[config.mk]
export PLATFORM = sky130hd
export DESIGN_NAME = k_group_stream_reverser_core
export DESIGN_NICKNAME = d
export VERILOG_FILES = /design/src/design/kgsr_pkg.sv /design/src/design/k_group_stream_reverser_core.sv /design/src/design/kgsr_buf.sv
export SDC_FILE = /design/constraint.sdc
export NUM_CORES = 1
export LEC_CHECK = 0
export BUFFER_PORTS_ARGS = -buffer_cell sky130_fd_sc_hd__buf_2
export CAP_MARGIN = 0
export CORE_MARGIN = 1.5
export CORE_UTILIZATION = 55
export CTS_CLUSTER_SIZE = 40
export DETAILED_ROUTE_END_ITERATION = 6
export HOLD_SLACK_MARGIN = 0.12
export PLACE_DENSITY = 0.75
export SYNTH_ARGS = -nofsm -noshare
export SYNTH_HDL_FRONTEND = slang
export SYNTH_SLANG_ARGS = --single-unit
export TNS_END_PERCENT = 10
[constraint.sdc]
create_clock -name clk -period 3.2 [get_ports clk]
set_clock_uncertainty 0.05 [all_clocks]
set_input_delay 0.16 -clock clk [delete_from_list [all_inputs] [get_ports clk]]
set_output_delay 0.16 -clock clk [all_outputs]
set_load 0.005 [all_outputs]
[src/design/kgsr_pkg.sv]
// shared types and constants for the k-group stream reverser
`default_nettype none
package kgsr_pkg;

  localparam int MAX_GROUP_DEF  = 16;
  localparam int DATA_WIDTH_DEF = 32;
  localparam int VALUE_W        = 32;
  localparam int CFG_W          = 5;

  typedef struct packed {
    logic signed [VALUE_W-1:0] value;
    logic                      end_of_list;
  } in_item_t;

  typedef struct packed {
    logic signed [VALUE_W-1:0] out_value;
    logic                      run_last;
    logic                      list_last;
  } out_item_t;

endpackage
`default_nettype wire

[src/design/k_group_stream_reverser_core.sv]
// k-group stream reverser: top level with sequencer and output register
`default_nettype none
// Values stream in with an end-of-list flag and are held in a buffer memory
// until a run of group_size values is complete; the run then leaves newest
// first. If the list ends inside a run, the held values and the final value
// leave in arrival order. group_size 0 acts as 1, values above MAX_GROUP act
// as MAX_GROUP. An item that is only held is written to the buffer and the
// input stays open. An item that completes a run or ends the list is
// accepted, then its results are emitted one by one, with a buffer read
// before the first buffered value when the list ends inside a run. While the
// output is not stalled, the buffer gives one value per cycle through its
// single read port. While results are emitted in_ready is low; back pressure
// on the output stalls them.
// group_size is written through the cfg port, which is always ready, and
// must only be changed while the block is idle.
module k_group_stream_reverser_core import kgsr_pkg::*; #(
  parameter int MAX_GROUP  = MAX_GROUP_DEF,
  parameter int DATA_WIDTH = DATA_WIDTH_DEF
) (
  input  wire logic             clk,
  input  wire logic             rst_n,
  input  wire logic             cfg_valid,
  output logic                  cfg_ready,
  input  wire logic [CFG_W-1:0] cfg_data,
  input  wire logic             in_valid,
  output logic                  in_ready,
  input  wire in_item_t         in_item,
  output logic                  out_valid,
  input  wire logic             out_ready,
  output out_item_t             out_item
);

  localparam int AW = $clog2(MAX_GROUP);
  localparam int GW = $clog2(MAX_GROUP + 1);
  localparam int CW = (GW > CFG_W) ? GW : CFG_W;

  typedef enum logic [1:0] {
    S_IDLE = 2'b01,
    S_RUN  = 2'b10
  } state_t;

  state_t                state_r, state_nxt;
  logic [CFG_W-1:0]      cfg_r;
  logic [AW-1:0]         fill_r, fill_nxt;
  logic                  rev_r, rev_nxt;
  logic                  last_r, last_nxt;
  logic [DATA_WIDTH-1:0] val_r, val_nxt;
  logic                  val_pend_r, val_pend_nxt;
  logic                  data_vld_r, data_vld_nxt;
  logic [AW-1:0]         reads_left_r, reads_left_nxt;
  logic [AW-1:0]         rd_addr_r, rd_addr_nxt;
  logic                  out_valid_r, out_valid_nxt;
  out_item_t             out_item_r, out_item_nxt;

  logic [CW-1:0]         cfg_ext;
  logic [CW-1:0]         eff_g;
  logic                  complete;
  logic                  in_fire;
  logic [DATA_WIDTH-1:0] kept_val;
  logic                  wr_en;
  logic                  rd_en;
  logic [DATA_WIDTH-1:0] rd_data;
  logic                  out_free;
  logic                  can_val;
  logic                  can_data;
  logic                  take_val;
  logic                  take_data;
  logic                  is_final;
  logic                  running;

  kgsr_buf #(
    .DEPTH (MAX_GROUP),
    .WIDTH (DATA_WIDTH)
  ) u_buf (
    .clk     (clk),
    .wr_en   (wr_en),
    .wr_addr (fill_r),
    .wr_data (kept_val),
    .rd_en   (rd_en),
    .rd_addr (rd_addr_r),
    .rd_data (rd_data)
  );

  assign cfg_ready = 1'b1;
  assign cfg_ext   = CW'(cfg_r);

  always_comb begin
    if (cfg_r == '0) begin
      eff_g = CW'(1);
    end else if (cfg_ext > CW'(MAX_GROUP)) begin
      eff_g = CW'(MAX_GROUP);
    end else begin
      eff_g = cfg_ext;
    end
  end

  assign running  = (state_r == S_RUN);
  assign in_ready = (state_r == S_IDLE);
  assign in_fire  = in_valid & in_ready;
  assign complete = (CW'(fill_r) + CW'(1)) >= eff_g;
  assign kept_val = DATA_WIDTH'($unsigned(in_item.value));
  // buffer is written only while idle and read only while running
  assign wr_en    = in_fire & ~complete & ~in_item.end_of_list;

  assign out_free  = ~out_valid_r | out_ready;
  // reversed run: new value goes first; arrival order: new value goes last
  assign can_val   = val_pend_r & (rev_r | (~data_vld_r & (reads_left_r == '0)));
  assign can_data  = data_vld_r & ~(rev_r & val_pend_r);
  assign take_val  = running & out_free & can_val;
  assign take_data = running & out_free & can_data;
  assign rd_en     = running & (reads_left_r != '0) & (~data_vld_r | take_data);

  always_comb begin
    if (take_val) begin
      is_final = rev_r ? ((reads_left_r == '0) & ~data_vld_r) : 1'b1;
    end else begin
      is_final = rev_r & (reads_left_r == '0);
    end
  end

  always_comb begin
    state_nxt      = state_r;
    fill_nxt       = fill_r;
    rev_nxt        = rev_r;
    last_nxt       = last_r;
    val_nxt        = val_r;
    val_pend_nxt   = val_pend_r;
    data_vld_nxt   = data_vld_r;
    reads_left_nxt = reads_left_r;
    rd_addr_nxt    = rd_addr_r;
    out_valid_nxt  = out_valid_r & ~out_ready;
    out_item_nxt   = out_item_r;

    if (take_val | take_data) begin
      out_valid_nxt          = 1'b1;
      out_item_nxt.out_value = take_val ? VALUE_W'(val_r) : VALUE_W'(rd_data);
      out_item_nxt.run_last  = is_final;
      out_item_nxt.list_last = is_final & last_r;
    end

    unique case (state_r)
      S_IDLE: begin
        if (in_fire) begin
          if (complete | in_item.end_of_list) begin
            state_nxt      = S_RUN;
            fill_nxt       = '0;
            rev_nxt        = complete;
            last_nxt       = in_item.end_of_list;
            val_nxt        = kept_val;
            val_pend_nxt   = 1'b1;
            data_vld_nxt   = 1'b0;
            reads_left_nxt = fill_r;
            rd_addr_nxt    = complete ? (fill_r - AW'(1)) : '0;
          end else begin
            fill_nxt = fill_r + AW'(1);
          end
        end
      end
      S_RUN: begin
        if (take_val) begin
          val_pend_nxt = 1'b0;
        end
        if (rd_en) begin
          data_vld_nxt   = 1'b1;
          reads_left_nxt = reads_left_r - AW'(1);
          rd_addr_nxt    = rev_r ? (rd_addr_r - AW'(1)) : (rd_addr_r + AW'(1));
        end else if (take_data) begin
          data_vld_nxt = 1'b0;
        end
        if (~val_pend_nxt & ~data_vld_nxt & (reads_left_nxt == '0)) begin
          state_nxt = S_IDLE;
        end
      end
      default: begin
        state_nxt = S_IDLE;
      end
    endcase
  end

  always_ff @(posedge clk) begin
    if (!rst_n) begin
      state_r      <= S_IDLE;
      cfg_r        <= CFG_W'(1);
      fill_r       <= '0;
      rev_r        <= 1'b0;
      last_r       <= 1'b0;
      val_pend_r   <= 1'b0;
      data_vld_r   <= 1'b0;
      reads_left_r <= '0;
      rd_addr_r    <= '0;
      out_valid_r  <= 1'b0;
    end else begin
      state_r      <= state_nxt;
      fill_r       <= fill_nxt;
      rev_r        <= rev_nxt;
      last_r       <= last_nxt;
      val_pend_r   <= val_pend_nxt;
      data_vld_r   <= data_vld_nxt;
      reads_left_r <= reads_left_nxt;
      rd_addr_r    <= rd_addr_nxt;
      out_valid_r  <= out_valid_nxt;
      if (cfg_valid & cfg_ready) begin
        cfg_r <= cfg_data;
      end
    end
  end

  always_ff @(posedge clk) begin
    val_r      <= val_nxt;
    out_item_r <= out_item_nxt;
  end

  assign out_valid = out_valid_r;
  assign out_item  = out_item_r;

endmodule
`default_nettype wire

[src/design/kgsr_buf.sv]
// group buffer memory: one write port, one read port with registered read data
`default_nettype none
module kgsr_buf import kgsr_pkg::*; #(
  parameter int DEPTH = MAX_GROUP_DEF,
  parameter int WIDTH = DATA_WIDTH_DEF
) (
  input  wire logic                     clk,
  input  wire logic                     wr_en,
  input  wire logic [$clog2(DEPTH)-1:0] wr_addr,
  input  wire logic [WIDTH-1:0]         wr_data,
  input  wire logic                     rd_en,
  input  wire logic [$clog2(DEPTH)-1:0] rd_addr,
  output logic      [WIDTH-1:0]         rd_data
);

  logic [WIDTH-1:0] mem [DEPTH];
  logic [WIDTH-1:0] rd_data_r;

  always_ff @(posedge clk) begin
    if (wr_en) begin
      mem[wr_addr] <= wr_data;
    end
    // read data holds until the next read
    if (rd_en) begin
      rd_data_r <= mem[rd_addr];
    end
  end

  assign rd_data = rd_data_r;

endmodule
`default_nettype wire

==> impl_results.md <==
- Outcome: finished clean
- Reg-to-reg startpoint: fill_r[1]
- Reg-to-reg endpoint: u_buf.mem[15][5]
- Final Max Tran Viols: 0
- First-pass GRT wire length: 76400 um
- TritonCTS buffer count: 60
- Total Power: 0.0177 W
- CP most frequent cell: ha_1
- Vias: 11500
- Total GRT Usage: 24.0%
- M1 GR Usage: 35.6%
- Worst min path class: input pin to register
- Met3 Usage GRT: 5.94%
- Fin. Hold Viols: 0
- Full die area: 0.0453 mm2
- Hold Crit Start: rst_n
- Routed len/inst: 27.7 um
- DP Worst Slack: 0.249 ns
- Final instance area: 0.0282 mm2
- Initial antenna violation count: 4
- Post-DP HPWL: 32600 um
- Syn_nets: 1117
- Tcrit/Tclk final: 92.0%
- Synthesized cell area: 0.0242 mm2
- Syn avg cell area: 22.9 um2
- Power per cell area: 628 mW/mm2
- Crit path DAT: 3.20 ns
- First-pass detailed-route iteration total: 5
- WL final: 52200 um
- Post-synth EDFFs: 610
- GPL Wtd Cong: 0.787
- H-tree depth: 2
- Worst-path clk slew: 0.06 ns
- Number of I/O pins: 80
- WP buf/inv: 2
- Register area share after synthesis: 77.6%
- 1st-iter DRT viols: 1338
- Die height: 213 um
- Reg2reg path depth: 9
- Critical Path RT: 3.46 ns
- Worst Tran Pin Value: 0.714 ns
- Placed cell areas: 0.0259 mm2
- Critical path origin: fill_r[1]
- Pin count of the biggest net entering global routing: 60
- Max_slew headroom: 52.4%
- Remaining DRCs: 0
- CP max stage delay: 0.41 ns
- CORE AREA: 0.0433 mm2
- Critical path endpoint: u_buf.mem[15][5]
- Clk sinks: 634
- Worst Slack Setup Final: 0.257 ns
- Vias in the first global route: 11600
- Hold WS: 0.387 ns
- Syn. warnings: 0
- Layout Nets: 1314
- Postcts setup bufs: 0
- Async SR Flop Fraction: 0%
- IO buf count: 78
- Setup violations, final: 0
- CTS tree: yes
- Pleak: 9.04 nW
- RSZ-0062 raised after global routing: no
- Flop-to-flop setup slack: 0.26 ns
- Delay-heaviest family, CP: compound AO/OA/AOI/OAI gates
- Commonest non-fill, non-tap cell in the layout: edfxtp_1
- CP Capture Type: register
- Commonest cells after routing, fill and taps aside: edfxtp_1 (610), mux4_2 (160), buf_2 (78)
- CTS max path bufs: 3
- Starting Density: 56.0%
- Clk Latency, worst-skew pair: 0.63 ns
- Crit path max fanout: 20
- Share of layout cells above drive strength 1: 30.9%
- Worst path depth: 9
- Global route total overflow: 0
- Tmin final: 2.94 ns
- Fmax: 340 MHz
- Critical Path Source Type: register
- Area Growth Syn to Fin: 16.3%
- Vias/cell: 6.09
- # Max-Cap Violations: 0
- Gate count after technology mapping: 1059
- CTS Root Cell: clkbuf_16
- CP Cell Sequence: ha_1, xor2_1, ha_1, a21oi_1, o21ai_1, a2111oi_2, buf_6, and3_2, buf_12
- Yosys cell types: 49
- Main flop type after synthesis: edfxtp_1
- GRT busiest layer: met2
- Site Rows: 76
- Worst VDD drop: 0.759 mV
- Antenna Violating Nets Remaining: 0
- WS Path Type: register to register
- Die X: 213 um
- Met2 usage: 36.4%
- Worst path slowest cell: dfxtp_1
- Yosys reg bits: 634
[metrics by stage]
step / cells / utilization [%] / setup TNS (ns)
2_1_floorplan: 1059 / - / -41.57
3_3_place_gp: 1726 / 59.9 / 0
3_5_place_dp: 1726 / 59.9 / 0
4_1_cts: 1883 / 65.1 / 0
5_1_grt: 1883 / 65.1 / 0
6_report: 1884 / 65.1 / 0
[state kept, by name (all words and copies together) (netlist names)]
name	flops
cfg_ext	5
data_vld_r	1
fill_r	4
last_r	1
out_item	34
out_valid	1
rd_addr_r	4
reads_left_r	4
rev_r	1
state_r	2
u_buf.mem	512
u_buf.rd_data	32
val_pend_r	1
val_r	32
[logic make-up after synthesis]
group,after synthesis,share of synthesized area [%]
adders and majority gates,15,0.806
other,1,0.0155
AOI/OAI and AO/OA,45,1.24
buffers and inverters,62,1.34
xor gates and xnor gates,7,0.253
muxes,201,16.7
and+or+nand+nor,94,2.01
DFF,634,77.6
[worst register-to-register path, stage by stage, from the launching register on]
cell and delay, ns:
dfxtp_1 0.41, ha_1 0.24, xor2_1 0.21, ha_1 0.28
a21oi_1 0.14, o21ai_1 0.15, a2111oi_2 0.37, buf_6 0.25
and3_2 0.30, buf_12 0.19
[Yosys cell counts (all sizes together), types with 4 or more instances]
cell type / number / area [um2]
a31oi: 4 / 25.0
nor2: 19 / 71.3
clkbuf: 26 / 98.8
inv: 9 / 33.8
mux4: 160 / 3600
nor3: 6 / 30.0
nand2: 18 / 67.6
o21ai: 8 / 40.0
a22oi: 5 / 37.5
mux2: 32 / 360
ha: 14 / 175
xor2: 4 / 35.0
and2: 9 / 56.3
mux2i: 9 / 90.1
nand3: 6 / 30.0
and3: 19 / 119
a21oi: 11 / 55.1
nor2b: 7 / 43.8
buf: 26 / 188
edfxtp: 610 / 18300
dfxtp: 24 / 480
[report_power, final]
| group | leakage (nW) | switching (W) | total [W] | internal (W) |
|---|---|---|---|---|
| registers | 5.70 | 0.000117 | 0.00938 | 0.00926 |
| logic | 2.50 | 0.000986 | 0.00191 | 0.000929 |
| clock network | 0.846 | 0.00298 | 0.00639 | 0.00341 |
[per-layer routing]
| layer | up-vias | wire length [um] | part of all wire, % |
|---|---|---|---|
| li1 | 4848 | - | - |
| met1 | 6008 | 21600 | 41 |
| met2 | 525 | 24600 | 47 |
| met3 | 92 | 4740 | 9.1 |
| met4 | 4 | 1170 | 2.2 |
| met5 | - | 27 | 0.052 |
[final cells by class]
cell class	instances	area, um2
Multi-Input combinational cell	363	5130
Timing Repair Buffer	187	1730
Tap cell	585	732
Clock buffer	66	1520
Antenna cell	1	2.50
Fill cell	2740	15100
Clock inverter	38	210
Sequential cell	634	18800
Inverter	10	37.5
[how the worst min path moves through the flow]
stage | end | slack [ns] | cells after the start
2_1_floorplan | u_buf.mem[0][0] | 0.21 | 0
3_3_place_gp | cfg_ext[0] | 0.35 | 3
3_5_place_dp | cfg_ext[0] | 0.35 | 3
4_1_cts | rd_addr_r[0] | 0.34 | 4
5_1_grt | rd_addr_r[1] | 0.37 | 4
6_report | rd_addr_r[0] | 0.39 | 4
[timing repair]
item | CTS | global route
gates resized for setup | 0 | 2
endpoints found under the hold margin | 568 | 0
hold buffers | 53 | 0
endpoints found under the setup margin | 0 | 206
(Power assumes the default switching activity.)
